[config.mk]
export PLATFORM = sky130hd
export DESIGN_NAME = hcbp_ram
export DESIGN_NICKNAME = d
export VERILOG_FILES = /design/src/hw/rtl/assert_macros.svh /design/src/hw/rtl/hcbp_ram.sv
export SDC_FILE = /design/constraint.sdc
export NUM_CORES = 1
export LEC_CHECK = 0
export BUFFER_PORTS_ARGS = -buffer_cell sky130_fd_sc_hd__buf_2
export CAP_MARGIN = 15
export CORE_MARGIN = 2
export CORE_UTILIZATION = 45
export CTS_BUF_LIST = sky130_fd_sc_hd__clkbuf_4
export DETAILED_ROUTE_END_ITERATION = 8
export MAX_ROUTING_LAYER = met4
export SETUP_SLACK_MARGIN = 0.1
export SYNTH_ARGS = -nofsm -noshare
export SYNTH_HDL_FRONTEND = slang
export SYNTH_SLANG_ARGS = --single-unit
[constraint.sdc]
create_clock -name clk -period 1.85 [get_ports clk]
set_input_delay 0.185 -clock clk [delete_from_list [all_inputs] [get_ports clk]]
set_output_delay 0.185 -clock clk [all_outputs]
set_load 0.02 [all_outputs]
[src/hw/rtl/assert_macros.svh]
// Assertion helpers shared by the packer modules.
`ifndef ASSERT_MACROS_SVH
`define ASSERT_MACROS_SVH

// The consequent must hold in the same cycle as the antecedent.
`define ASSERT_IMPL(lbl, clk, rstn, ante, cons) \
  lbl: assert property (@(posedge clk) disable iff (!(rstn)) (ante) |-> (cons)) \
    else $error("assertion failed");

// The consequent must hold in the cycle after the antecedent.
`define ASSERT_NEXT(lbl, clk, rstn, ante, cons) \
  lbl: assert property (@(posedge clk) disable iff (!(rstn)) (ante) |=> (cons)) \
    else $error("assertion failed");

`endif

[src/hw/rtl/hcbp_ram.sv]
module hcbp_ram #(
  parameter int WIDTH = 8,
  parameter int DEPTH = 16,
  parameter int AW    = $clog2(DEPTH)
) (
  input  logic             clk,
  input  logic             we,
  input  logic [AW-1:0]    waddr,
  input  logic [WIDTH-1:0] wdata,
  input  logic             re,
  input  logic [AW-1:0]    raddr,
  output logic [WIDTH-1:0] rdata
);

  logic [WIDTH-1:0] mem_r [DEPTH];
  logic [WIDTH-1:0] rdata_r;

  always_ff @(posedge clk) begin
    if (we) begin
      mem_r[waddr] <= wdata;
    end
    if (re) begin
      rdata_r <= mem_r[raddr];
    end
  end

  assign rdata = rdata_r;

endmodule

## Word level (Yosys, flattened, before mapping)

Memories as Yosys holds them, arrays and structs flattened. A register that Yosys moved wholly into a read port is not among the register bits.
Cells that the tools add are included.

- Bitwise gates (word level): 0
- Divide/modulo/power cells: 0
- $lt $le $gt $ge: 0
- Shift-type cells: 0
- Multipliers: 0
- Equality and inequality tests: 0
- Reduce and logical (&&, ||, !) cells: 0
- Add/subtract/negate cells: 0
- Muxes and demuxes: 2

Operator list:

| operator | count |
|---|---|
| $mux W1 | 2 |

- Logic and storage cells: 3
- Bits in writable memories: 128
- Bits in latches: 0
- Input port bits: 19
- Output and inout bits: 8
- Bits in read-only memories: 0
- Flip-flop bits (word level): 0
- Memories kept: 1

Memories:

| name | depth | width | rd ports | clocked after Yosys merged registers in | wr ports | line | text |
|---|---|---|---|---|---|---|---|
| mem_r | 16 | 8 | 1 | 1 | 1 | hcbp_ram.sv:15 | `logic [WIDTH-1:0] mem_r [DEPTH];` |

## Longest topological paths before layout

- Depth in word-level cells: 2
- Depth in mapped cells: 5
- Gate-level depth less buffers: 3

## Worst setup path after synthesis

Ideal clock, no wire load.

- Path kind: input-to-reg
- From: input port waddr[2]
- To: memory mem_r[0][0], enable pin
- Cell stages on the path: 2
- Data arrival time: 1.295 ns
- Path buffers: 0
- Setup time: 0.383 ns
- Slack: 0.172 ns
- Data required time: 1.467 ns
- Cell sequence: or3b_2 -> nor3_1

RTL lines:

| item | line | text |
|---|---|---|
| from (decl) | hcbp_ram.sv:8 | `input logic [AW-1:0] waddr,` |
| to (decl) | hcbp_ram.sv:15 |  |

No word-level cell before the write port.

==> metrics.md <==
| Metric | Value |
|---|---|
| Vias | `around 2500` |
| CTS tree | `done` |
| Initial antenna violation count | `1` |
| Largest net degree at the start of global routing | `33` |
| Max-slew violation count | `0` |
| Share of post-route cells with drive strength above 1 | `0.326` |
| TritonCTS Buffers | `17` |
| GR Util All Layers | `0.179` |
| Syn Area/Cell | `22.8 um2` |
| Busiest layer in global routing | `met2` |
| Post-layout minimum cycle time | `1530 ps` |
| Fill count | `just over 900` |
| Netlist cell types | `18` |
| RSZ-0062 raised after global routing | `no` |
| Clk Tree Root Cell | `clkbuf_4` |
| WP data arrival | `around 1800 ps` |
| Area contributors post-synth | `edfxtp_1, mux4_2, mux4_1, a22oi_1, nor2_1` |
| Met3 usage | `0.0550` |
| Endpoints failing setup | `0` |
| Lkg Pwr | `1.99 nW` |
| Synthesized cell area | `about 5200 um2` |
| GPL Wtd Cong | `0.787` |
| Clk pin slew, worst setup/hold paths | `120 ps` |
| Grt ovf | `0` |
| Final WL | `between 9000 and 10000 um` |
| Post-synthesis cell count | `approximately 230` |
| Hold path depth | `1` |
| Critical R2R Capture | `rdata[5]` |
| Number of synthesized flops with an enable pin | `136` |
| Fmax | `652 MHz` |
| Core box area | `11400 um2` |
| # IOs | `27` |
| Hold path endpoint | `mem_r[12][1]` |
| Seq pwr share | `0.630` |
| Clk sinks | `136` |
| Share of the synthesized area in the top cell type | `0.781` |
| Max incr delay on CP | `500 ps` |
| Maxcap violations | `0` |
| Worst min-delay path class | `in -> reg` |
| Worst R2R Setup Slack | `320 ps` |
| Remaining DRCs | `0` |
| First-pass GRT wire length | `15300 um` |
| FFs w/ async S/R, synth | `0` |
| Met2 Use GR | `0.251` |
| Sw Pwr | `1.23 mW` |
| Kind of critical path | `reg -> reg` |
| Floorplan row count | `39` |
| Register bit total from synthesis | `136` |
| Post-cts resize count | `0` |
| Clock Path Buffers | `2` |
| Sw Ratio | `0.222` |
| Port Buffers | `26` |
| Critical Path Fanout Max | `1` |
| H-tree Lvls | `4` |
| Hold Startpoint | `wdata[1]` |
| Skew final | `12.2 ps` |
| Sequential cell area | `between 4000 and 5000 um2` |
| Most common cell in the netlist | `edfxtp_1` |
| Initial Util | `0.460` |
| Die H | `112 um` |
| Most used DFF post-synth | `edfxtp_1` |
| Die area | `around 12000 um2` |
| R2r startpoint | `mem_r[1][5]` |
| Relative slew slack | `0.704` |
| Synth-to-layout area growth | `13.8%` |
| Clock group share of total power | `0.306` |
| Peak VDD IR | `0.433 mV` |
| Area of the multi-input gates | `around 1100 um2` |
| Register area share after synthesis | `0.781` |
| Met1 usage in global routing | `0.250` |
| WL/cell | `22.2 um` |
| Crit start category | `flip-flop` |
| Crit. Startpoint | `mem_r[1][5]` |
| DRC marker count from the first detailed-route iteration | `238` |
| Cell Chain, Critical Path | `mux4_1 -> a22oi_1 -> nand2_1` |
| Slowest CP cell | `mux4_1` |
| Clock Latency Late Sink | `510 ps` |
| Post-DP HPWL | `6440 um` |
| Final hold vios | `0` |
| Worst Reg-to-Reg Cells | `3` |
| Placement Setup Slack | `between 60 and 70 ps` |
| Warnings from Yosys | `0` |
| Period utilization | `0.829` |
| Pre-antenna DRT Iters | `5` |
| Total Neg Setup Slack | `0 ps` |
| Pwr/cell area | `roughly 930 nW/um2` |
| Slew @ Worst Pin | `around 440 ps` |
| Routed Antenna Nets | `0` |
| Vias per inst | `~5.5` |
| Die width | `112 um` |
| Final WS setup | `between 300 and 400 ps` |
| Status | `complete, no violations` |
| Worst Path Required | `2130 ps` |
| Worst Setup End Kind | `flip-flop` |
| Nets@finish | `310` |
| Top cell type by total area after synthesis | `edfxtp_1` |
| Top cells by count, synth | `edfxtp_1, mux4_2, a22oi_1` |
| Vias in the first global route | `2497` |
| Combinational fraction of design power | `0.063` |
| Post-Syn Nets | `approximately 250` |
| Internal power | `~4.3 mW` |
==> area by class of cell <==
cell class                      count  area share
Antenna cell                        1    0.000421
Clock buffer                       19      0.0240
Clock inverter                     13      0.0179
Multi-Input combinational cell     83       0.178
Sequential cell                   136       0.686
Tap cell                          143      0.0301
Timing Repair Buffer               53      0.0635
==> worst max path at each step <==
stage / endpoint / depth (start not counted)
2_1_floorplan: mem_r[0][0] / 2
3_3_place_gp: rdata[5] / 5
3_5_place_dp: rdata[5] / 5
4_1_cts: rdata[5] / 3
5_1_grt: rdata[5] / 3
6_report: rdata[5] / 3
==> power groups by stage <==
| stage | registers, mW | logic, mW | clock network (mW) |
|---|---|---|---|
| after floorplan | 3.57 | 0.175 | 0 |
| after global placement | 3.55 | 0.345 | 0 |
| after detailed placement | 3.55 | 0.351 | 0 |
| after CTS | 3.48 | 0.355 | 1.74 |
| after global routing | 3.49 | 0.382 | 1.88 |
| final | 3.48 | 0.351 | 1.69 |
==> metal layers <==
metal / wire [um] / up-vias
li1: - / 1112
met1: 4350 / 1247
met2: 4790 / 91
met3: 694 / 11
met4: 130 / 0
met5: 0 / -
==> cell families after synthesis <==
logic type | after synthesis | synth area share
muxes | 32 | 0.148
and+or+nand+nor | 35 | 0.0314
DFF | 136 | 0.781
AOI/OAI and AO/OA | 16 | 0.0230
buffers and inverters | 10 | 0.0165
==> flip-flops by register name, indices dropped and copies added (netlist names) <==
name   flops
rdata      8
mem_r    128
==> critical path, delay by kind of cell (launching register included) <==
family           cells  cell delay, ps
flip-flops           1             360
AND/OR/NAND/NOR      1              90
AO/OA/AOI/OAI        1             360
multiplexers         1             500
==> repair_timing <==
action | CTS | global route
setup buffers | 0 | 0
hold endpoints to repair | 32 | 3
hold buffers | 2 | 1
==> stage by stage <==
stage	hold slack (ps)	power [mW]	instances	util	cell area, um2
2_1_floorplan	284	3.74	229	-	5230
3_3_place_gp	570	3.90	412	0.499	5670
3_5_place_dp	575	3.91	412	0.499	5670
4_1_cts	1.74	5.58	446	0.522	5940
5_1_grt	2.10	5.75	448	0.523	5950
6_report	48.6	5.53	448	0.523	5950
==> cell usage in the layout (no fill, tap or decap), drive strengths merged, types with 2 or more instances in the layout <==
master       count
edfxtp         136
nand2            9
clkinvlp         3
dlygate4sd3      3
buf             50
nand2b           2
mux4            32
nand3b           2
nor3             4
clkinv           8
clkbuf          19
nor2            13
a22oi           16
Note: power is estimated with default switching activity, not from simulation.
