==> config.mk <==
export PLATFORM = sky130hd
export DESIGN_NAME = hcbp_obuf
export DESIGN_NICKNAME = d
export VERILOG_FILES = /design/src/hw/rtl/hcbp_pkg.sv /design/src/hw/rtl/hcbp_obuf.sv
export VERILOG_INCLUDE_DIRS = /design/src /design/src/hw/rtl
export SDC_FILE = /design/constraint.sdc
export NUM_CORES = 1
export LEC_CHECK = 0
export BUFFER_PORTS_ARGS = -buffer_cell sky130_fd_sc_hd__buf_2
export CAP_MARGIN = 25
export CORE_MARGIN = 2
export CORE_UTILIZATION = 54
export DETAILED_ROUTE_END_ITERATION = 7
export PLACE_DENSITY_LB_ADDON = 0.15
export SETUP_SLACK_MARGIN = 0.02
export SLEW_MARGIN = 20
export SYNTH_ARGS = -nofsm -noshare
export SYNTH_HDL_FRONTEND = slang
export SYNTH_SLANG_ARGS = --single-unit
export TNS_END_PERCENT = 30
==> constraint.sdc <==
create_clock -name clk -period 2.95 [get_ports clk]
set_input_delay 0.4425 -clock clk [delete_from_list [all_inputs] [get_ports clk]]
set_output_delay 0.4425 -clock clk [all_outputs]
set_load 0.01 [all_outputs]
==> src/hw/rtl/assert_macros.svh <==
// Assertion helpers shared by the packer modules.
`ifndef ASSERT_MACROS_SVH
`define ASSERT_MACROS_SVH

// The consequent must hold in the same cycle as the antecedent.
`define ASSERT_IMPL(lbl, clk, rstn, ante, cons) \
  lbl: assert property (@(posedge clk) disable iff (!(rstn)) (ante) |-> (cons)) \
    else $error("assertion failed");

// The consequent must hold in the cycle after the antecedent.
`define ASSERT_NEXT(lbl, clk, rstn, ante, cons) \
  lbl: assert property (@(posedge clk) disable iff (!(rstn)) (ante) |=> (cons)) \
    else $error("assertion failed");

`endif

==> src/hw/rtl/hcbp_pkg.sv <==
package hcbp_pkg;

  localparam int MAX_CODE_LEN = 32;
  localparam int SYMBOL_COUNT = 256;

  localparam int SYM_W     = 8;
  localparam int LEN_W     = 6;
  localparam int CODE_W    = 32;
  localparam int BYTE_W    = 8;
  localparam int PEND_W    = 7;
  localparam int CNT_W     = 3;
  localparam int MAX_BYTES = 4;
  localparam int NB_W      = 3;
  localparam int TOT_W     = 7;
  localparam int ACC_W     = PEND_W + CODE_W;
  localparam int ADDR_W    = $clog2(SYMBOL_COUNT);
  localparam int EFF_MAX_LEN = (MAX_CODE_LEN < CODE_W) ? MAX_CODE_LEN : CODE_W;

  typedef enum logic [1:0] {
    ACT_LOAD   = 2'd0,
    ACT_ENCODE = 2'd1,
    ACT_FLUSH  = 2'd2
  } action_t;

  typedef struct packed {
    logic [LEN_W-1:0]  len;
    logic [CODE_W-1:0] code;
  } entry_t;

  typedef struct packed {
    logic                                vld;
    logic [NB_W-1:0]                     cnt;
    logic [MAX_BYTES-1:0][BYTE_W-1:0]    bytes;
  } obuf_load_t;

endpackage

==> src/hw/rtl/hcbp_obuf.sv <==
`include "assert_macros.svh"

module hcbp_obuf (
  input  logic                clk,
  input  logic                rst_n,
  input  hcbp_pkg::obuf_load_t ld,
  output logic                free,
  output logic                out_tvalid,
  input  logic                out_tready,
  output logic [7:0]          out_tdata,  // out_byte[7:0]
  output logic                out_tlast   // last_byte
);

  logic [hcbp_pkg::MAX_BYTES-1:0][hcbp_pkg::BYTE_W-1:0] data_r, data_nxt;
  logic [hcbp_pkg::NB_W-1:0] cnt_r, cnt_nxt;
  logic pop;

  assign out_tvalid = (cnt_r != '0);
  assign out_tdata  = data_r[0];
  assign out_tlast  = (cnt_r == hcbp_pkg::NB_W'(1));
  assign pop        = out_tvalid && out_tready;
  assign free       = (cnt_r == '0) || (out_tlast && pop);

  always_comb begin
    data_nxt = data_r;
    cnt_nxt  = cnt_r;
    if (ld.vld) begin
      data_nxt = ld.bytes;
      cnt_nxt  = ld.cnt;
    end else if (pop) begin
      data_nxt = data_r >> hcbp_pkg::BYTE_W;
      cnt_nxt  = cnt_r - hcbp_pkg::NB_W'(1);
    end
  end

  always_ff @(posedge clk) begin
    data_r <= data_nxt;
    if (!rst_n) begin
      cnt_r <= '0;
    end else begin
      cnt_r <= cnt_nxt;
    end
  end

  `ASSERT_IMPL(a_load_when_free, clk, rst_n, ld.vld, free)
  `ASSERT_NEXT(a_drain_continues, clk, rst_n, pop && (cnt_r > hcbp_pkg::NB_W'(1)), out_tvalid && (cnt_r == $past(cnt_r) - hcbp_pkg::NB_W'(1)))

endmodule

* Word-level counts from Yosys, hierarchy flattened
Index checks and enable logic that the tools add are counted.
W data, S select, Z words.
** Word-level totals
- Register bits after elaboration :: 35
- Output and inout bits :: 11
** Operators by class
- Add/subtract/negate cells :: 1
- Equality and inequality tests :: 1
- Mux-type cells :: 4
- Reductions and logical operators :: 6
** Operators with widths (number)
- $mux W32 :: 2
- $mux W3 :: 2
- $eq A3 B1 Y1 const B :: 1
- $logic_not A3 Y1 :: 1
- $reduce_bool A3 Y1 :: 1
- $sub A3 B1 Y3 const B :: 1
- $logic_and A1 B1 Y1 :: 2
- $reduce_bool A2 Y1 :: 1
- $logic_or A1 B1 Y1 :: 1

* Longest topological paths before layout
Gate-level depths: netlist of run 1.
- Word-level depth :: 4
- Gate-level depth with buffers :: 5

* Worst setup path before layout of run 1
OpenSTA, ideal clock, no wires.
- Kind :: register to register
- Start :: register cnt_r[0] (netlist name)
- End :: register data_r[10] (netlist name), enable pin
- Library setup time :: 0.389 ns
- Data arrival time :: 1.523 ns
- Slack :: 1.038 ns
- Cell stages (with the launch flop) :: 6
- Period minus slack after synthesis :: 1.912 ns
- Path through :: dfxtp_1 inv_1 ha_1 nand2b_4 nand2_1 nand2_1
** On the way
- Word-level cells in the longest chain between the ends :: 3
** RTL lines
- from (decl) :: line hcbp_obuf.sv:15 : logic [hcbp_pkg::NB_W-1:0] cnt_r, cnt_nxt;
- from (signal assigned) :: line hcbp_obuf.sv:41 : cnt_r <= cnt_nxt;
- $reduce_bool A3 Y1 :: line hcbp_obuf.sv:18 : assign out_tvalid = (cnt_r != '0);
- via out_tvalid :: line hcbp_obuf.sv:8 : output logic out_tvalid,
- $logic_and A1 B1 Y1 :: line hcbp_obuf.sv:21 : assign pop = out_tvalid && out_tready;
- $reduce_bool A2 Y1 (no source line)
- to (signal assigned) :: line hcbp_obuf.sv:37 : data_r <= data_nxt;
- to (decl) :: line hcbp_obuf.sv:14 : logic [hcbp_pkg::MAX_BYTES-1:0][hcbp_pkg::BYTE_W-1:0] data_r, data_nxt;
The timed path passes the listed nets, and every way through them passes these cells.
A chain may end at the register's enable or synchronous reset.

* Final worst setup path of run 1
- Start :: register cnt_r[0] (netlist name)
- End :: output free
** On the way
- Word-level cells in the longest chain between the ends :: 4
- Elaborated cells on any way between the ends :: 6
** RTL lines
- $reduce_bool A3 Y1 :: line hcbp_obuf.sv:18
- $logic_and A1 B1 Y1 :: line hcbp_obuf.sv:21
- $logic_and A1 B1 Y1 :: line hcbp_obuf.sv:22 : assign free = (cnt_r == '0) || (out_tlast && pop);
- $logic_or A1 B1 Y1 * :: line hcbp_obuf.sv:22
- to (decl) :: line hcbp_obuf.sv:7 : output logic free,
Mark *: on every way between the ends. The rest lies on a longest branch, timed or not.

==> results.yml, run 1 <==
global_routing:
  grt_start_max_net_pins: 33
  gr-total-overflow: 0
  grt_pass1_vias: 948
  global_route.usage.total_pct: 14.7
  grt_pass1_wl_microns: 3710
  antenna_found_initial: 0
clock_network:
  worst_setup_hold_path_clk_slew_ns: 0.10
  ctsHtreeMaxLevel: 2
  worst_skew_pair.late_latency_ns: 0.32
  cts_max_path_buffers: 2
  cts_setup_buffers: 0
  cts_tree: "done"
  numCtsBuffers: 5
  cts_num_sinks: 35
  holdBufCountCts: 0
  cts_root_buf: "clkbuf_4"
  ctsResizeCount: 0
place:
  gp_congestion: 0.654
  post-place-cells: 175
  port_buffers: 49
  dpl.hpwl_microns: 1680
synth:
  muxShareOfSynthArea_pct: 17.3
  post_synth_inst_count: 105
  synth_area_sq_um: 1620
  synth.area.top_cells: "edfxtp_1 (59%), mux2_2 (17%), dfxtp_1 (3.7%)"
  yosys.area_share.adder_pct: 2.31
  dominant_combinational_cell_family_by_area_after_synthesis: "multiplexers"
  ys.warnings.count: 0
  synth.largest_area_cell: "edfxtp_1"
  postSynthNetCount: 147
  yosys.area_share.simple_pct: 7.41
  parity_gate_share_of_the_synthesized_area_counting_xor_and_xnor_cells_pct: 0
  ys_dominant_reg_cell: "edfxtp_1"
  yosys_register_bits: 35
  seq_area_frac_synth_pct: 63.0
  yosysTopAreaCellShare_pct: 59.3
  synth.distinct_cells: 21
  synth-edff-count: 32
  syn-mean-instance-area_sq_um: 15.4
  synth-compound-area-share_pct: 3.01
  ys_async_sr_fraction_pct: 0
power_and_ir_drop:
  leakagePower_nw: 0.814
  powerDensity_nw_per_um2: 574
  ir_drop_uv: 389
timing:
  clock-skew-final_ns: 0.00941
  finalCriticalPeriod_ns: 1.78
  timing_worst_slew_pin_value_ns: 0.390
  final.period_utilization_pct: 60.4
  timing.fmax_mhz: 561
  report.final.setup_viol: 0
  worst_slew_margin_rel_pct: 74.0
  timing.final.max_slew_violations: 0
  hold_violations: 0
  tns_ns: 0
  setup_repair_after_global_routing_missed_its_margin: "false"
die:
  floorplan.rows: 19
  die_outline_area_sq_um: 3460
  die_h_microns: 58.8
  fp.dieW_microns: 58.8
  boundaryPins: 50
  start_util_pct: 57.8
  core-area_sq_um: 2810
final_layout:
  insertedDiodeCount: 0
  area_growth_syn_to_layout_pct: 17.1
  multi_input_comb_area_sq_um: 487
  seqCellArea_sq_um: 1020
  ratio_of_cells_with_drive_above_1_in_the_final_layout_pct: 57.2
  fillcell_total: 208
  instances_no_fill: 183
  layout.core_utilization_pct: 67.7
  design.final.nets: 193
drt:
  drt_pass1_iterations: 6
  ratio_of_routed_vias_to_standard_cells: 5.11
  routed_wl_microns: 2300
  antenna_left: 0
  drtIter0Drc: 31
  wl_per_cell_microns: 12.6
  num_vias: 935
  post-route-drc-count: 3
setup_path:
  crit_fanout: 6
  arrival_time_worst_endpoint_ns: 1.34
  worst_ep_required_time_ns: 2.51
  critical_path.endpoint_type: "primary output"
  critPathKind: "register to primary output"
  reg2reg_depth: 6
  start_kind: "register"
run:
  drv.max_cap_violation_count: 0
min_path:
  hold_class: "input port to register"
  hold_depth: 3
outcome:
  violations: "design-rule violations"
  status: "complete, but fails checks"
layer usage:
| layer | up-vias | global-route usage [%] | wire length, microns |
|---|---|---|---|
| met3 | 5 | 4.40 | 185 |
| met1 | 426 | 15.3 | 912 |
| met4 | 0 | 7.79 | 34 |
| li1 | 465 | - | - |
| met5 | - | 0 | 0 |
| met2 | 39 | 26.2 | 1170 |
power by group:
part           leakage, nW  total, mW  switching (mW)  internal [mW]
Clock               0.0426      0.324           0.149          0.174
Sequential           0.351      0.620          0.0135          0.606
Combinational        0.420      0.147          0.0696         0.0772
Total                0.814       1.09           0.232          0.858
registers in the layout, indices dropped and copies added (netlist names):
name	count
cnt_r	3
out_tdata	8
data_r	24
final cells by class:
type | instances | share of cell area [%]
clock buffer | 5 | 1.98
sequential | 35 | 53.8
multi-input combinational | 54 | 25.6
clock inverter | 3 | 2.04
timing repair buffer | 51 | 13.7
tap | 31 | 2.04
inverter | 4 | 0.791
synthesized netlist by cell type (all sizes together), types with 2 or more instances:
cell	number
buf	12
a21oi	2
o21ai	2
edfxtp	32
and2	8
ha	3
dfxtp	3
nor2	2
inv	4
mux2	24
nand2	5
cell families after synthesis:
kind of cell | after synthesis
mux | 25
flops | 35
fa+ha+maj | 3
simple gates | 20
compound gates | 6
buf+inv | 16
final timing paths:
path	startpoint	end	slack (ns)
worst min-delay path	ld[33]	cnt_r[1]$_SDFFE_PN0P_	0.35
worst min register to register	data_r[27]$_SDFFCE_PN0P_	data_r[19]$_DFFE_PP_	0.55
worst max-delay path	cnt_r[0]$_SDFFE_PN0P_	free	1.17
worst max register to register	cnt_r[0]$_SDFFE_PN0P_	data_r[26]$_SDFFCE_PN0P_	1.25
critical path: stages, from the launching register on:
cell	delay (ns)
dfxtp_1	0.41
inv_1	0.09
ha_1	0.25
nand2b_4	0.11
nand2_1	0.05
buf_2	0.13
stage by stage:
stage	power [mW]	cell area, sq um	hold slack (ns)	setup slack [ns]
6_report	1.09	1900	0.354	1.17
3_5_place_dp	0.781	1820	0.533	1.26
4_1_cts	1.10	1900	0.344	1.15
5_1_grt	1.14	1900	0.366	1.07
2_1_floorplan	0.741	1620	0.525	1.04
3_3_place_gp	0.772	1820	0.527	1.33
cell usage in the layout, fill, tap and decap left out, drive strengths merged, types with 2 or more instances in the layout:
cell type	netlist	final
ha	3	3
mux2	24	24
clkinv	0	2
buf	12	51
a21oi	2	2
nand2	5	5
and2	8	8
dfxtp	3	3
clkbuf	0	5
o21ai	2	2
inv	4	4
nor2	2	2
edfxtp	32	32
(Power assumes the default switching activity.)
==> run 2: changes to the inputs <==
Settings changed: CORE_UTILIZATION 54 to 45.
Clock period 2.95 ns to 1.5 ns, I/O delays scaled along.
==> run 2 against run 1 <==
The run ends with negative setup slack left. Routed wire length increased by 12%. First-iteration DRC count up 74%. Via count rose by 2.9%. Clock skew down 0.0013 ns. Core utilization decreased by 7.3 points. Critical path type unchanged. Register-to-register slack lost 1.2 ns. Worst setup slack got worse by 1.2 ns. Total power increased by 87%. Highest routed layer unchanged. Clock power is 44% higher. Clock-buffer cell count is 1 higher. Sequential share of layout area is 3.6 points lower.
==> results.yml, run 2 (synthesis gave the netlist of run 1 again) <==
global_routing:
  grt_start_max_net_pins: 21
  antenna_found_initial: 0
  grt_pass1_vias: 905
  gr-total-overflow: 0
  grt_pass1_wl_microns: 3960
  global_route.usage.total_pct: 13.3
power_and_ir_drop:
  ir_drop_uv: 517
  leakagePower_nw: 0.866
  powerDensity_nw_per_um2: 999
clock_network:
  cts_num_sinks: 35
  cts_tree: "done"
  holdBufCountCts: 0
  worst_skew_pair.late_latency_ns: 0.33
  cts_max_path_buffers: 2
  cts_root_buf: "clkbuf_4"
  worst_setup_hold_path_clk_slew_ns: 0.10
  ctsHtreeMaxLevel: 2
  numCtsBuffers: 5
place:
  port_buffers: 49
  dpl.hpwl_microns: 1870
  post_dp_cell_area_sq_um: 1910
  gp_congestion: 0.658
timing:
  timing.fmax_mhz: 662
  report.final.setup_viol: 1
  setup_repair_after_global_routing_missed_its_margin: "true"
  clock-skew-final_ns: 0.00806
  hold_violations: 0
  final.period_utilization_pct: 101
  finalCriticalPeriod_ns: 1.51
  tns_ns: -0.0116
  timing.final.max_slew_violations: 0
  timing_worst_slew_pin_value_ns: 0.254
  worst_slack_ns: -0.0116
  worst_slew_margin_rel_pct: 82.9
final_layout:
  layout.cells.most_common_list: "buf_2 (49), edfxtp_1 (32), mux2_2 (24)"
  insertedDiodeCount: 0
  design.final.nets: 202
  area_growth_syn_to_layout_pct: 26.1
  seqCellArea_sq_um: 1030
  largest_reg_flops: 24
  finalInstanceArea_sq_um: 2040
  layout.cells.most_common: "buf_2"
  ratio_of_cells_with_drive_above_1_in_the_final_layout_pct: 63.4
  max_flop_register: "data_r"
  fillcell_total: 283
  multi_input_comb_area_sq_um: 514
die:
  core-area_sq_um: 3390
  boundaryPins: 50
  fp.dieW_microns: 64.0
  die_h_microns: 64.0
  start_util_pct: 47.8
  floorplan.rows: 21
  die_outline_area_sq_um: 4100
min_path:
  hold_depth: 3
  hold_class: "input port to register"
  timing.hold.worst.start: "ld[33]"
setup_path:
  start_kind: "register"
  critical_path.endpoint_type: "primary output"
  crit_fanout: 3
  worstSetupEndpoint: "free"
  arrival_time_worst_endpoint_ns: 1.29
  crit-reg2reg-capture: "cnt_r[2]$_SDFFE_PN0P_"
  worst_r2r_startpoint: "cnt_r[1]$_SDFFE_PN0P_"
  timing.reg2reg.setup_slack_ns: 0.02
  critPathKind: "register to primary output"
  worst_ep_required_time_ns: 1.27
  reg2reg_depth: 9
  critical_path.startpoint: "cnt_r[1]$_SDFFE_PN0P_"
drt:
  ratio_of_routed_vias_to_standard_cells: 4.65
  antenna_left: 0
  routed_wl_microns: 2580
  num_vias: 962
  wl_per_cell_microns: 12.4
  post-route-drc-count: 0
  drtIter0Drc: 54
  drt_pass1_iterations: 4
outcome:
  violations: "negative setup slack"
  status: "complete, but fails checks"
run:
  drv.max_cap_violation_count: 0
## run 2: cell count changes in the layout (fill, tap and decap cells not counted), sizes merged
cell / before / now
buf: 51 / 59
clkbuf: 5 / 7
bufinv: 1 / 0
## run 2: layout make-up
type | instances | share of cell area (%)
Tap cell | 46 | 2.82
Inverter | 4 | 0.734
Clock inverter | 2 | 0.367
Timing Repair Buffer | 60 | 18.7
Multi-Input combinational cell | 54 | 25.2
Clock buffer | 6 | 2.02
Sequential cell | 35 | 50.2
## run 2: what timing repair did
action | in CTS | in global routing
pin swaps | 4 | 1
endpoints found under the setup margin | 23 | 23
buffers inserted | 5 | 0
gates resized for setup | 6 | 3
cloned | 0 | 1
## run 2: stage by stage
step	setup slack [ns]	std cells	hold slack, ns	utilization, %	power, mW
detailed placement	0.000160	193	0.489	56.3	1.57
finish	-0.0116	207	0.141	60.3	2.04
global route	-0.0837	207	0.139	60.3	2.15
floorplan	0.0350	105	0.363	-	1.46
global placement	0.0711	193	0.462	56.3	1.55
CTS	-0.0301	206	0.123	59.4	2.06
## run 2: layer usage
| layer | vias up | share of wire, % | track usage [%] | wire length (microns) |
|---|---|---|---|---|
| met2 | 41 | 49 | 20.1 | 1250 |
| met3 | 6 | 8.8 | 5.63 | 228 |
| met4 | 0 | 2.1 | 6.52 | 55 |
| li1 | 482 | - | - | - |
| met1 | 433 | 40 | 16.4 | 1040 |
| met5 | - | 0 | 0 | 0 |
## run 2: critical path, cell delays in order (launching register included)
cell	delay, ns
dfxtp_2	0.35
inv_2	0.06
ha_4	0.14
and2b_2	0.19
nand2_2	0.05
nand2_1	0.04
buf_2	0.13
## run 2: worst min path at each step
stage / slack [ns] / end
after floorplan: 0.36 / cnt_r[2]$_SDFFE_PN0P_
after global placement: 0.46 / cnt_r[1]$_SDFFE_PN0P_
after detailed placement: 0.49 / cnt_r[1]$_SDFFE_PN0P_
after CTS: 0.12 / cnt_r[1]$_SDFFE_PN0P_
after global routing: 0.14 / data_r[27]$_SDFFCE_PN0P_
final: 0.14 / cnt_r[1]$_SDFFE_PN0P_
## run 2: power by group
group	switching [mW]	leakage, nW	internal, mW
clock network	0.292	0.0273	0.173
logic	0.155	0.486	0.201
registers	0.0276	0.352	1.19
total	0.475	0.866	1.57
